**config.mk**
```make
export PLATFORM = sky130hd
export DESIGN_NAME = nmq_cell
export DESIGN_NICKNAME = d
export VERILOG_FILES = /design/src/hw/rtl/nmq_pkg.sv /design/src/hw/rtl/nmq_cell.sv
export SDC_FILE = /design/constraint.sdc
export NUM_CORES = 2
export LEC_CHECK = 0
export BUFFER_PORTS_ARGS = -buffer_cell sky130_fd_sc_hd__buf_4
export CAP_MARGIN = 20
export CORE_ASPECT_RATIO = 1.1
export CORE_MARGIN = 10
export CORE_UTILIZATION = 25
export CTS_BUF_LIST = sky130_fd_sc_hd__clkbuf_4
export DETAILED_ROUTE_END_ITERATION = 10
export GPL_TIMING_DRIVEN = 0
export PLACE_DENSITY = 0.47
export SLEW_MARGIN = 20
export SYNTH_ARGS = -nofsm -noshare
export SYNTH_HDL_FRONTEND = slang
export SYNTH_SLANG_ARGS = --single-unit
```
**constraint.sdc**
```tcl
create_clock -name aclk -period 11.3 [get_ports aclk]
set_input_delay 0.565 -clock aclk [delete_from_list [all_inputs] [get_ports aclk]]
set_output_delay 0.565 -clock aclk [all_outputs]
set_load 0.03 [all_outputs]
```
**src/hw/rtl/nmq_pkg.sv**
```systemverilog
// Shared types, constants and modular helpers for the negacyclic multiplier.
// Used by nmq_cell, nmq_ctrl and negacyclic_poly_mul_mod_q_core.
`default_nettype none
package nmq_pkg;

    localparam logic [1:0] MODE_LOAD = 2'd0;
    localparam logic [1:0] MODE_MUL  = 2'd1;
    localparam logic [1:0] MODE_READ = 2'd2;

    localparam logic [29:0]        MOD_Q   = 30'd1073643521;
    localparam logic signed [32:0] MOD_Q_S = 33'sd1073643521;
    // 2^30 mod Q
    localparam logic [16:0]        FOLD_K  = 17'd98303;

    typedef struct packed {
        logic b_shift;
        logic b_load;
        logic acc_clr;
        logic acc_add;
        logic acc_shift;
    } cell_ctrl_t;

    function automatic logic [29:0] reduce_s31(input logic [30:0] v);
        logic signed [32:0] t;
        begin
            t = {{2{v[30]}}, v};
            if (v[30]) begin
                t = t + MOD_Q_S;
                if (t[32]) begin
                    t = t + MOD_Q_S;
                end
            end else if (t >= MOD_Q_S) begin
                t = t - MOD_Q_S;
            end
            return t[29:0];
        end
    endfunction

    function automatic logic [29:0] neg_mod(input logic [29:0] x);
        return (x == 30'd0) ? 30'd0 : (MOD_Q - x);
    endfunction

endpackage
`default_nettype wire

```
**src/hw/rtl/nmq_cell.sv**
```systemverilog
// One multiply-accumulate cell: holds a rotating operand b and one product accumulator.
// Depends on nmq_pkg.
`default_nettype none
module nmq_cell (
    input  wire                      aclk,
    input  wire nmq_pkg::cell_ctrl_t ctrl,
    input  wire  [29:0]              a_bcast,
    input  wire  [29:0]              b_in,
    input  wire  [29:0]              acc_in,
    output logic [29:0]              b_out,
    output logic [29:0]              acc_out
);

    logic [29:0] b_reg;
    logic [59:0] prod_reg, prod_next;
    logic [47:0] f1_reg, f1_next;
    logic [35:0] f2_reg, f2_next;
    logic [30:0] f3;
    logic [29:0] p_reg, p_next;
    logic [30:0] sum;
    logic [29:0] acc_reg, acc_next;

    always_comb begin
        prod_next = 60'(a_bcast) * 60'(b_reg);
        f1_next   = 48'(prod_reg[29:0]) + 48'(prod_reg[59:30]) * 48'(nmq_pkg::FOLD_K);
        f2_next   = 36'(f1_reg[29:0]) + 36'(f1_reg[47:30]) * 36'(nmq_pkg::FOLD_K);
        f3        = 31'(f2_reg[29:0]) + 31'(f2_reg[35:30]) * 31'(nmq_pkg::FOLD_K);
        p_next    = (f3 >= 31'(nmq_pkg::MOD_Q)) ? 30'(f3 - 31'(nmq_pkg::MOD_Q)) : 30'(f3);
        sum       = 31'(acc_reg) + 31'(p_reg);
        acc_next  = acc_reg;
        if (ctrl.acc_clr) begin
            acc_next = 30'd0;
        end else if (ctrl.acc_shift) begin
            acc_next = acc_in;
        end else if (ctrl.acc_add) begin
            acc_next = (sum >= 31'(nmq_pkg::MOD_Q)) ? 30'(sum - 31'(nmq_pkg::MOD_Q))
                                                    : 30'(sum);
        end
    end

    always_ff @(posedge aclk) begin
        if (ctrl.b_shift) begin
            b_reg <= b_in;
        end
        prod_reg <= prod_next;
        f1_reg   <= f1_next;
        f2_reg   <= f2_next;
        p_reg    <= p_next;
        acc_reg  <= acc_next;
    end

    assign b_out   = b_reg;
    assign acc_out = acc_reg;

endmodule
`default_nettype wire

```
==> summary.md <==
| Metric | Value |
|---|---|
| RSZ-0062 raised after global routing | `no` |
| Worst clock skew | `0.1283 ns` |
| Met2 Routed Length | `96.76 mm` |
| CP Class | `flop to flop` |
| WHS Path Cells | `4` |
| RD Place Congestion | `0.9402` |
| Period utilization | `0.8980` |
| CP startpoint kind | `flop` |
| Crit path DAT | `10.92 ns` |
| Multi-input gate area | `48490 um2` |
| Rows | `189` |
| Prevailing post-synth register cell | `dfxtp_1` |
| Fin Setup TNS | `0 ns` |
| Initial drt markers | `2157` |
| Worst Path Required | `12.08 ns` |
| Run status | `completed` |
| Worst path top cell family by delay | `adder cells` |
| Crit-path max cell delay | `0.82 ns` |
| Post-synth EDFFs | `30` |
| WHS Endpoint | `acc_out[6]` |
| First-pass GRT wire length | `291.7 mm` |
| Die Y | `536.7 um` |
| Fraction of registers with async set/reset | `0` |
| Flop-to-flop setup slack | `1.15 ns` |
| DP Cell Count | `9684` |
| DP Wirelength | `166.3 mm` |
| Layout cells sized above 1 | `0.04845` |
| CTS buffer count | `72` |
| CP max FO | `10` |
| Largest net degree at the start of global routing | `31` |
| Total grt overflow | `0` |
| Non-filler cells, final | `9888` |
| Remaining DRCs | `0` |
| Slowest cell on crit path | `clkbuf_1` |
| Synth unique cells | `109` |
| Area growth syn-to-layout | `10.68%` |
| Post-CTS resize count | `0` |
| CORE AREA | `241200 um2` |
| Synth Net Count | `8451` |
| Routed length on met3 | `9.580 mm` |
| Hold_ws | `0.1460 ns` |
| DIE AREA | `262800 um2` |
| Met1 Wirelength | `75.36 mm` |
| Most frequent cells in the layout | `1672 x inv_1, 1359 x fa_1, 586 x ha_1` |
| Post-layout util | `0.2784` |
| All-Layer GR Usage | `0.1457` |
| Most common cell after layout, fill and taps aside | `inv_1` |
| Clock latency on the worst-skew pair | `1.02 ns` |
| Maximum clock frequency | `0.09855 GHz` |
| Root buf cell | `clkbuf_4` |
| Via density | `4.363` |
| CTS tree | `yes` |
| R2R Path End | `prod_reg[58]` |
| Hold crit path type | `input pin to flop` |
| DRT Pass-1 Iters | `5` |
| Syn avg cell area | `9.465 um2` |
| Crit path time final | `10.15 ns` |
| CTS Sinks | `234` |
| Final Hold Fails | `0` |
| Number of global-route vias before repair | `47960` |
| Worst r2r src | `b_out[5]` |
| WL final | `191.1 mm` |
| # H-tree levels | `3` |
| Fill cell total of the finished layout | `25790` |
| Hold path startpoint | `ctrl[1]` |
| R2R depth | `26` |
| CP Buf/Inv Count | `5` |
| Max_slew headroom | `0.1970` |
| Sequential cell area | `4985 um2` |
| Max reg flops | `60` |
| Reg clk slew, reported paths | `0.06 ns` |
| Synth warnings | `0` |
| #FFs+latches synth | `234` |
| WL per Instance | `19.32 um` |
| Initial antenna violation count | `10` |
| # Max-Cap Violations | `0` |
| CP dominant cell by count | `fa_1` |
| Sequential area share after synthesis | `0.08216` |
| Clock buffer depth | `3` |
| Synthesized area | `60670 um2` |
| Initial Util | `0.2515` |
| Die W | `489.7 um` |
| Worst slew pin tran | `1.205 ns` |
| Highest metal used | `met5` |
| Vias | `43140` |
| Worst setup path startpoint | `b_out[5]` |
| CP endpoint kind | `flop` |
| Cells after Synth | `6410` |
| Setup violators final | `0` |
| I/O Buffers | `122` |
| Post-route ant nets | `0` |
| Slew Limit Fails | `0` |
| Nets@finish | `8717` |
| Ports | `156` |
-- worst max-delay path by stage --
stage	slack (ns)	cells past startpoint	to
4_1_cts	1.11	26	prod_reg[58]
5_1_grt	0.77	26	prod_reg[58]
3_5_place_dp	1.07	26	prod_reg[58]
6_report	1.15	26	prod_reg[58]
2_1_floorplan	3.58	29	prod_reg[58]
3_3_place_gp	1.10	26	prod_reg[58]
-- stage by stage --
stage / worst slack [ns] / cell area (um2)
5_1_grt: 0.7692 / 67140
3_3_place_gp: 1.101 / 65530
6_report: 1.153 / 67150
3_5_place_dp: 1.067 / 65550
4_1_cts: 1.112 / 67130
2_1_floorplan: 3.579 / 60670
-- layout make-up --
| type | count | share of cell area |
|---|---|---|
| clock buffers | 100 | 0.01118 |
| well taps | 3151 | 0.05871 |
| diodes | 8 | 0.0002981 |
| plain buffers | 234 | 0.01369 |
| flip-flops and latches | 234 | 0.07423 |
| repair buffers | 192 | 0.02415 |
| multi-input cells | 4268 | 0.7220 |
| clock inverters | 27 | 0.002124 |
| inverters | 1674 | 0.09357 |
-- routing by layer --
layer	vias to the layer above	GRT usage
li1	19830	-
met1	21700	0.1687
met2	1219	0.2661
met3	384	0.02136
met4	4	0.06164
met5	-	0
-- worst reg2reg max path, cell delays in order, from the launching register on --
cell and delay, ns:
edfxtp_1 0.38, clkbuf_1 0.82, and2_1 0.37, fa_1 0.48, fa_1 0.47, fa_1 0.55
inv_1 0.05, fa_1 0.47, inv_1 0.05, fa_1 0.50, fa_1 0.57, fa_1 0.51
inv_1 0.05, fa_1 0.51, inv_1 0.06, ha_1 0.34, a21o_1 0.18, a21oi_1 0.23
a21boi_0 0.58, a31oi_1 0.31, a21oi_1 0.65, o21ai_0 0.38, a21oi_1 0.35, o21ai_0 0.26
a221oi_1 0.46, o21ai_0 0.19, xor2_1 0.18
-- cell families after synthesis --
logic type	count (synthesis)	synth area share
DFF	234	0.08216
adders and majority gates	1945	0.5693
and+or+nand+nor	1494	0.1278
AOI/OAI and AO/OA	615	0.07006
xor gates and xnor gates	206	0.03073
buffers and inverters	1908	0.1187
muxes	8	0.001361
-- cells in the mapped netlist, types with 27 or more instances --
| master | count | area, um2 |
|---|---|---|
| nor2_1 | 128 | 480.5 |
| a21o_1 | 89 | 668.1 |
| edfxtp_1 | 30 | 900.9 |
| and3_1 | 28 | 175.2 |
| xor2_1 | 53 | 464.2 |
| ha_1 | 586 | 7332 |
| a211oi_1 | 27 | 202.7 |
| inv_1 | 1672 | 6276 |
| clkbuf_1 | 219 | 822.0 |
| nand3_1 | 66 | 330.3 |
| nand2_1 | 537 | 2016 |
| o21ai_0 | 102 | 510.5 |
| and2_1 | 526 | 3291 |
| dfxtp_1 | 204 | 4084 |
| a21oi_1 | 161 | 805.8 |
| nor3_1 | 44 | 220.2 |
| fa_1 | 1359 | 27210 |
| xnor2_1 | 148 | 1296 |
| a31oi_1 | 27 | 168.9 |
-- timing repair --
action	CTS	global route
setup endpoints to repair	0	0
buffers inserted	0	0
hold buffers	69	0
hold endpoints to repair	90	0
Power is not shown: default switching activity piles up to over one toggle a cycle in this logic, so the estimate is an artifact.
