===== src/hw/rtl/nmq_pkg.sv =====
// Shared types, constants and modular helpers for the negacyclic multiplier.
// Used by nmq_cell, nmq_ctrl and negacyclic_poly_mul_mod_q_core.
`default_nettype none
package nmq_pkg;

    localparam logic [1:0] MODE_LOAD = 2'd0;
    localparam logic [1:0] MODE_MUL  = 2'd1;
    localparam logic [1:0] MODE_READ = 2'd2;

    localparam logic [29:0]        MOD_Q   = 30'd1073643521;
    localparam logic signed [32:0] MOD_Q_S = 33'sd1073643521;
    // 2^30 mod Q
    localparam logic [16:0]        FOLD_K  = 17'd98303;

    typedef struct packed {
        logic b_shift;
        logic b_load;
        logic acc_clr;
        logic acc_add;
        logic acc_shift;
    } cell_ctrl_t;

    function automatic logic [29:0] reduce_s31(input logic [30:0] v);
        logic signed [32:0] t;
        begin
            t = {{2{v[30]}}, v};
            if (v[30]) begin
                t = t + MOD_Q_S;
                if (t[32]) begin
                    t = t + MOD_Q_S;
                end
            end else if (t >= MOD_Q_S) begin
                t = t - MOD_Q_S;
            end
            return t[29:0];
        end
    endfunction

    function automatic logic [29:0] neg_mod(input logic [29:0] x);
        return (x == 30'd0) ? 30'd0 : (MOD_Q - x);
    endfunction

endpackage
`default_nettype wire


===== src/hw/rtl/nmq_ctrl.sv =====
// Sequencer for one multiply: load b into the chain, MAC steps, flush, drain products.
// Depends on nmq_pkg.
`default_nettype none
module nmq_ctrl #(
    parameter int COEFF_COUNT = 256
) (
    input  wire                            aclk,
    input  wire                            aresetn,
    input  wire                            start,
    output logic                           busy,
    output logic                           a_re,
    output logic                           b_re,
    output logic [$clog2(COEFF_COUNT)-1:0] rd_addr,
    output logic                           prod_we,
    output logic [$clog2(COEFF_COUNT)-1:0] prod_waddr,
    output nmq_pkg::cell_ctrl_t            cctl
);

    localparam int AW = $clog2(COEFF_COUNT);

    localparam logic [2:0] ST_IDLE  = 3'd0;
    localparam logic [2:0] ST_LOADB = 3'd1;
    localparam logic [2:0] ST_MAC   = 3'd2;
    localparam logic [2:0] ST_FLUSH = 3'd3;
    localparam logic [2:0] ST_DRAIN = 3'd4;

    logic [2:0]    state_reg, state_next;
    logic [AW-1:0] cnt_reg, cnt_next;
    logic          ld_v_reg, step_v_reg;
    logic [3:0]    v_reg;
    logic          cnt_last, pipe_empty;

    assign cnt_last   = (cnt_reg == AW'(COEFF_COUNT - 1));
    assign pipe_empty = !ld_v_reg && !step_v_reg && (v_reg == 4'd0);

    always_comb begin
        state_next = state_reg;
        cnt_next   = cnt_reg;
        a_re       = 1'b0;
        b_re       = 1'b0;
        rd_addr    = cnt_reg;
        prod_we    = 1'b0;
        case (state_reg)
            ST_IDLE: begin
                cnt_next = '0;
                if (start) begin
                    state_next = ST_LOADB;
                end
            end
            ST_LOADB: begin
                b_re     = 1'b1;
                rd_addr  = AW'(COEFF_COUNT - 1) - cnt_reg;
                cnt_next = cnt_last ? '0 : cnt_reg + 1'b1;
                if (cnt_last) begin
                    state_next = ST_MAC;
                end
            end
            ST_MAC: begin
                a_re     = 1'b1;
                cnt_next = cnt_last ? '0 : cnt_reg + 1'b1;
                if (cnt_last) begin
                    state_next = ST_FLUSH;
                end
            end
            ST_FLUSH: begin
                cnt_next = '0;
                if (pipe_empty) begin
                    state_next = ST_DRAIN;
                end
            end
            ST_DRAIN: begin
                prod_we  = 1'b1;
                cnt_next = cnt_last ? '0 : cnt_reg + 1'b1;
                if (cnt_last) begin
                    state_next = ST_IDLE;
                end
            end
            default: begin
                state_next = ST_IDLE;
            end
        endcase
    end

    always_ff @(posedge aclk) begin
        if (!aresetn) begin
            state_reg  <= ST_IDLE;
            cnt_reg    <= '0;
            ld_v_reg   <= 1'b0;
            step_v_reg <= 1'b0;
            v_reg      <= 4'd0;
        end else begin
            state_reg  <= state_next;
            cnt_reg    <= cnt_next;
            ld_v_reg   <= (state_reg == ST_LOADB);
            step_v_reg <= (state_reg == ST_MAC);
            v_reg      <= {v_reg[2:0], step_v_reg};
        end
    end

    assign busy           = (state_reg != ST_IDLE);
    assign prod_waddr     = cnt_reg;
    assign cctl.b_shift   = ld_v_reg || step_v_reg;
    assign cctl.b_load    = ld_v_reg;
    assign cctl.acc_clr   = (state_reg == ST_IDLE) && start;
    assign cctl.acc_add   = v_reg[3];
    assign cctl.acc_shift = (state_reg == ST_DRAIN);

endmodule
`default_nettype wire


===== config.mk =====
export PLATFORM = sky130hd
export DESIGN_NAME = nmq_ctrl
export DESIGN_NICKNAME = d
export VERILOG_FILES = /design/src/hw/rtl/nmq_pkg.sv /design/src/hw/rtl/nmq_ctrl.sv
export SDC_FILE = /design/constraint.sdc
export NUM_CORES = 1
export LEC_CHECK = 0
export ABC_AREA = 1
export BUFFER_PORTS_ARGS = -buffer_cell sky130_fd_sc_hd__buf_2
export CORE_ASPECT_RATIO = 1.25
export CORE_MARGIN = 2
export CORE_UTILIZATION = 35
export DETAILED_ROUTE_END_ITERATION = 10
export PLACE_DENSITY = 0.67
export SLEW_MARGIN = 30
export SYNTH_ARGS = -nofsm -noshare
export SYNTH_HDL_FRONTEND = slang
export SYNTH_SLANG_ARGS = --single-unit

===== constraint.sdc =====
create_clock -name aclk -period 2 [get_ports aclk]
set_input_delay 0.4 -clock aclk [delete_from_list [all_inputs] [get_ports aclk]]
set_output_delay 0.4 -clock aclk [all_outputs]
set_load 0.02 [all_outputs]

==> qor.yml, run 1 <==
critical_path:
  slowest_delay_ns: 0.44
  critPathLaunchType: "flop"
  crit_family: "buffers and inverters"
  cp.arrival_ns: 1.48
  crit_buf_inv: 3
  slowest_stage: "dfxtp_1"
  path_max_fanout: 13
  cp-end-kind: "output pin"
  critPathKind: "flop to output pin"
  cp_data_required_time_ns: 1.60
  timing.critical_path.cells: "inv_1 > nand3_1 > buf_4 > xor2_1 > buf_2"
  r2r_slack_ns: 0.61
cells_and_area:
  largest_reg_flops: 8
  mostFrequentLayoutCells: "29 x nand2_1, 27 x buf_2, 24 x inv_1, 24 x nor2_1, 17 x dfxtp_1"
  layout.nets: 168
  final_common_cell: "nand2_1"
  insertedDiodeCount: 0
  drive_gt1_frac: 0.239
  utilization: 0.445
  instances_no_fill: 196
  fin_area_um2: 1090
  syn2layout_area_growth_pct: 19.3
route:
  routed_wl_um: 1960
  wire_per_inst_um: 10.0
  drt-vias-per-instance: 4.53
  num_vias: 888
  firstDrtPassIters: 4
  drt_iter0_markers: 17
  drc_errors: 0
  drtAntennaViolNets: 0
yosys:
  yosys.cell_types.count: 20
  synth_seq_area_share: 0.372
  synthesis.nets: 140
  synth_seq_cells: 17
  netlist.area_leader.share: 0.372
  syn_area_um2: 916
  yosys-top-cells-area: "dfxtp_1 37%, nand2_1 12%, inv_1 9.8%"
  yosys_warnings: 0
  yosysTopAreaCell: "dfxtp_1"
  avgSynthCellArea_um2: 6.73
  synth_cells: 136
clock_tree:
  postCtsHoldBufs: 0
  tritoncts: "done"
  clockBufferDepth: 2
  cts-root-buf: "clkbuf_4"
  cts.repair.resized: 0
  clk_pin_slew_ns: 0.11
  cts_buffers: 3
  cts-htree-levels: 1
  clock_latency_ns: 0.31
  cts_sinks: 17
  post-cts-setup-buffers: 0
global_routing:
  grt_pass1_wl_um: 3220
  grt_use_met3: 0.0243
  grtUsageMet2: 0.253
  grt_pass1_vias: 774
  gr-usage-all-layers: 0.139
  grt-busiest-layer: "met2"
  grt_overflow: 0
  grt_start_max_net_pins: 14
  grt_antenna_before_repair: 0
  use_met1: 0.156
placed_design:
  portBuffers: 27
  globalplace.congestion: 0.797
  place_area_um2: 1060
  hpwl_um: 1510
  place_inst: 192
sta:
  fin_crit_ns: 1.88
  rsz0062_at_grt: "false"
  setup_viol: 0
  max_freq_mhz: 532
  hold_viol: 0
  slew_headroom: 0.781
  fin_setup_tns_ns: 0
  drv_slew: 0
  finalCritPeriodShare: 0.939
  worstMarginPinSlew_ns: 0.327
  skew_ns: 0.00574
floorplan:
  ios: 28
  die_x_um: 49.8
  start_util: 0.373
  die_y_um: 61.2
  core_area_um2: 2450
  die-area_um2: 3040
  placementRows: 20
flow_run:
  maxCapViolations: 0
pwr:
  p_leak_uw: 0.000578
  total_power_uw: 1360
  worst_ir_drop_vdd_mv: 0.609
  power_density_nw_per_um2: 1240
run_status:
  status: "finished clean"
hold_path:
  hp-class: "input port to flop"
## per-stage QoR
stage | worst slack [ns] | hold slack, ns
after detailed placement | 0.461 | 0.423
final | 0.121 | 0.397
after CTS | 0.0946 | 0.390
after global placement | 0.501 | 0.411
after global routing | 0.00720 | 0.396
after floorplan | 0.449 | 0.407
## path summary, 6_finish.rpt
path,startpoint,cells past startpoint,to
setup / recovery,state_reg[1]$_SDFFE_PN0P_,5,rd_addr[6]
hold / removal,aresetn,3,v_reg[3]$_SDFF_PN0_
setup reg to reg,state_reg[1]$_SDFFE_PN0P_,8,state_reg[1]$_SDFFE_PN0P_
hold reg to reg,v_reg[2]$_SDFF_PN0_,2,v_reg[3]$_SDFF_PN0_
## power by group
part | internal [uW] | switching (uW) | total [uW]
combinational | 242 | 482 | 723
sequential | 383 | 50.1 | 434
clock | 76.4 | 123 | 199
## Yosys cell counts
cell and number:
nand2_1 29, inv_1 24, nor2_1 24, dfxtp_1 17, nand3_1 6, xor2_1 6
buf_4 5, a21oi_1 4, nand2_2 3, nand3b_1 3, o21ai_0 3, nor2_2 2
nor3_1 2, xnor2_1 2, a21oi_2 1, a31oi_1 1, ha_1 1, nand4_1 1
nor3b_1 1, o21ai_2 1
## area by class of cell
type / count / area, um2
Sequential cell: 17 / 340
Clock inverter: 1 / 7.51
Timing Repair Buffer: 28 / 143
Multi-Input combinational cell: 90 / 448
Fill cell: 292 / 1360
Inverter: 24 / 90.1
Tap cell: 33 / 41.3
Clock buffer: 3 / 22.5
## routing by layer
metal,part of all wire,vias to the layer above
li1,-,463
met1,0.45,394
met2,0.47,26
met3,0.054,5
met4,0.020,0
met5,0,-
## tightest hold or removal path: stages
cell,delay [ns]
buf_2,0.16
nand2_1,0.08
inv_1,0.03
## logic make-up (layout without fill, tap and decap cells)
kind of cell | count (synthesis) | count (layout) | share of synthesized area
and+or+nand+nor | 71 | 71 | 0.335
buffers and inverters | 29 | 56 | 0.139
DFF | 17 | 17 | 0.372
AOI/OAI and AO/OA | 10 | 10 | 0.0642
xor gates and xnor gates | 8 | 8 | 0.0765
adders and majority gates | 1 | 1 | 0.0137
No activity file was read; power rests on OpenSTA's default activity.
==> inputs of run 2 (changes only) <==
- ABC_AREA: 1 -> default
==> run 2 against run 1 <==
Effect of this change: first-iteration DRC count shrank 18%; sequential power up 3%; cell count shrank 21%; hold slack better by 0.076 ns; total power increased by 4.8%; synthesized cell count down 29%; clock power shrank 6%; final area up 1.0%; register-to-register slack got worse by 0.20 ns; worst setup slack worse by 0.023 ns.
==> qor.yml, run 2 <==
run_status:
  status: "finished clean"
critical_path:
  cp.arrival_ns: 1.50  # +0.02 ns
  crit_family: "flip-flops"
  slowest_delay_ns: 0.42  # -0.02 ns
  critPathKind: "flop to output pin"
  critPathLaunchType: "flop"
  path_max_fanout: 11  # -2
  cp_data_required_time_ns: 1.60  # about the same
  timing.critical_path.cells: "nor3b_1 > buf_4 > xor2_1 > buf_2"
  crit_buf_inv: 2  # -1
  slowest_stage: "dfxtp_1"
  cp-end-kind: "output pin"
floorplan:
  die_x_um: 50.5  # +1.4%
  placementRows: 21  # +5.0%
  start_util: 0.360  # -0.0139
  die-area_um2: 3130  # +2.9%
  die_y_um: 62.1  # +1.5%
  core_area_um2: 2630  # +7.1%
  ios: 28  # unchanged
cells_and_area:
  syn2layout_area_growth_pct: 16.8
  layout.nets: 126  # -25%
  nFillCells: 266  # -8.9%
  insertedDiodeCount: 0  # unchanged
  final_common_cell: "buf_2"
  utilization: 0.420  # -0.0254
  mostFrequentLayoutCells: "27 x buf_2, 15 x dfxtp_1, 11 x xor2_1"
  drive_gt1_frac: 0.372  # +0.133
  largest_reg_flops: 8  # unchanged
global_routing:
  grt_overflow: 0  # unchanged
  gr-usage-all-layers: 0.115  # -0.0242
  grt_antenna_before_repair: 0  # unchanged
  grt_pass1_wl_um: 2580  # -20%
  grt_pass1_vias: 565  # -27%
  grt_start_max_net_pins: 19  # +5
yosys:
  synthFlopType: "dfxtp_1"
  synth_seq_area_share: 0.360  # -0.0113
  yosys-top-cells-area: "dfxtp_1 36%, xor2_1 10%, nor3b_1 5.6%"
  synth_common_cells: "17 x dfxtp_1, 11 x xor2_1, 7 x nor2_1, 7 x nor3b_1"
  synthesis.nets: 101  # -28%
  yosys.cell_types.count: 34  # +70%
  yosys_warnings: 0  # unchanged
  synth.most_common_cell: "dfxtp_1"
  avgSynthCellArea_um2: 9.74  # +45%
  synth_seq_cells: 17  # unchanged
  synth_cells: 97  # -29%
  synth.area.mux_share: 0.0424  # +0.0424
  synth_top_family_by_area: "simple AND/OR/NAND/NOR gates"
  yosysTopAreaCell: "dfxtp_1"
  synth_xor_area_frac: 0.148  # +0.0718
  synth_compound_area_frac: 0.0742  # +0.00996
  netlist.area_leader.share: 0.360  # -0.0113
  synth_adder_area_share: 0.0132  # -0.000416
  syn_area_um2: 945  # +3.1%
  synthSimpleGateAreaFrac: 0.286  # -0.0486
  async_flop_share: 0  # unchanged
  synth-edff-count: 0  # unchanged
sta:
  slew_headroom: 0.711  # -0.0700
  hold_viol: 0  # unchanged
  fin_crit_ns: 1.90  # +0.0228 ns
  finalCritPeriodShare: 0.951  # +0.0114
  setup_viol: 0  # unchanged
  skew_ns: 0.00175  # -0.00399 ns
  drv_slew: 0  # unchanged
  max_freq_mhz: 526  # -1.2%
  rsz0062_at_grt: "false"
  fin_setup_tns_ns: 0  # unchanged
  worstMarginPinSlew_ns: 0.431  # +0.104 ns
pwr:
  power.switching_uw: 646  # -1.4%
  worst_ir_drop_vdd_mv: 0.462  # -24%
  p_sw_frac: 0.454  # -0.0284
  clockPowerShare: 0.131  # -0.016
  seq_power_share: 0.315  # -0.005
  p_comb_frac: 0.554  # +0.021
  power_density_nw_per_um2: 1290  # +3.8%
  intPower_uw: 776  # +11%
  p_leak_uw: 0.000532  # -8.0%
route:
  drc_errors: 0  # unchanged
  drt_iter0_markers: 14  # -3
  wl_met3_um: 72  # -32%
  met1Wirelength_um: 788  # -11%
  drt-vias-per-instance: 4.50  # -0.60%
  routed_wl_um: 1700  # -14%
  drtAntennaViolNets: 0  # unchanged
  wire_per_inst_um: 10.9  # +9.3%
  wl_met2_um: 769  # -17%
  firstDrtPassIters: 4  # unchanged
  top_layer: "met4"
  num_vias: 698  # -21%
clock_tree:
  cts_buffers: 3  # unchanged
  clock_latency_ns: 0.30  # about the same
  tritoncts: "done"
  cts_sinks: 17  # unchanged
  cts-htree-levels: 1  # unchanged
  post-cts-setup-buffers: 0  # unchanged
  cts-root-buf: "clkbuf_4"
  clk_pin_slew_ns: 0.10  # about the same
  clockBufferDepth: 2  # unchanged
hold_path:
  hp-class: "flop to flop"
flow_run:
  maxCapViolations: 0  # unchanged
placed_design:
  portBuffers: 27  # unchanged
  globalplace.congestion: 0.753  # -5.5%
[run 2: per-stage QoR]
stage	setup WS [ns]	cell area (um2)	power (uW)	hold WS [ns]	instances
after global routing	0.00400	1100	1520	0.495	155
after global placement	0.440	1070	1230	0.443	151
after detailed placement	0.406	1070	1250	0.450	151
after floorplan	0.223	945	1070	0.430	97
after CTS	0.0668	1100	1440	0.481	155
final	0.0986	1100	1420	0.474	155
[run 2: power by group through the flow]
stage	clock, uW	sequential [uW]	combinational (uW)
after global placement	0	451	781
after CTS	194	446	798
after detailed placement	0	454	796
after global routing	205	458	856
after floorplan	0	432	638
final	187	448	787
[run 2: logic make-up (layout without fill, tap and decap cells)]
family / Yosys count / in the layout
xor gates and xnor gates: 16 / 16
and+or+nand+nor: 41 / 41
AOI/OAI and AO/OA: 7 / 7
DFF: 17 / 17
adders and majority gates: 1 / 1
buffers and inverters: 11 / 35
muxes: 4 / 4
[run 2: area by class of cell]
cell class                      instances  area, um2  share of cell area
Clock buffer                            3       22.5              0.0204
Clock inverter                          1       5.00             0.00454
Inverter                                2       7.51             0.00680
Multi-Input combinational cell         69        533               0.483
Sequential cell                        17        343               0.311
Tap cell                               34       42.5              0.0385
Timing Repair Buffer                   29        150               0.136
[run 2: repair_timing]
action / in CTS / in global routing
setup endpoints to repair: 0 / 2
hold buffers: 0 / 0
resized for setup: 0 / 2
[run 2: per-layer routing]
layer	global-route usage	vias to the layer above
li1	-	370
met1	0.137	305
met2	0.179	18
met3	0.0144	5
met4	0.116	0
met5	0	-
[run 2: worst paths after layout]
check	from	endpoint	slack (ns)	cells after the start
min reg2reg	v_reg[1]$_SDFF_PN0_	v_reg[2]$_SDFF_PN0_	0.47	1
max reg2reg	prod_waddr[3]$_SDFFE_PN0P_	state_reg[1]$_SDFFE_PN0P_	0.41	4
max	state_reg[0]$_SDFFE_PN0P_	rd_addr[1]	0.1	4
min	v_reg[1]$_SDFF_PN0_	v_reg[2]$_SDFF_PN0_	0.47	1
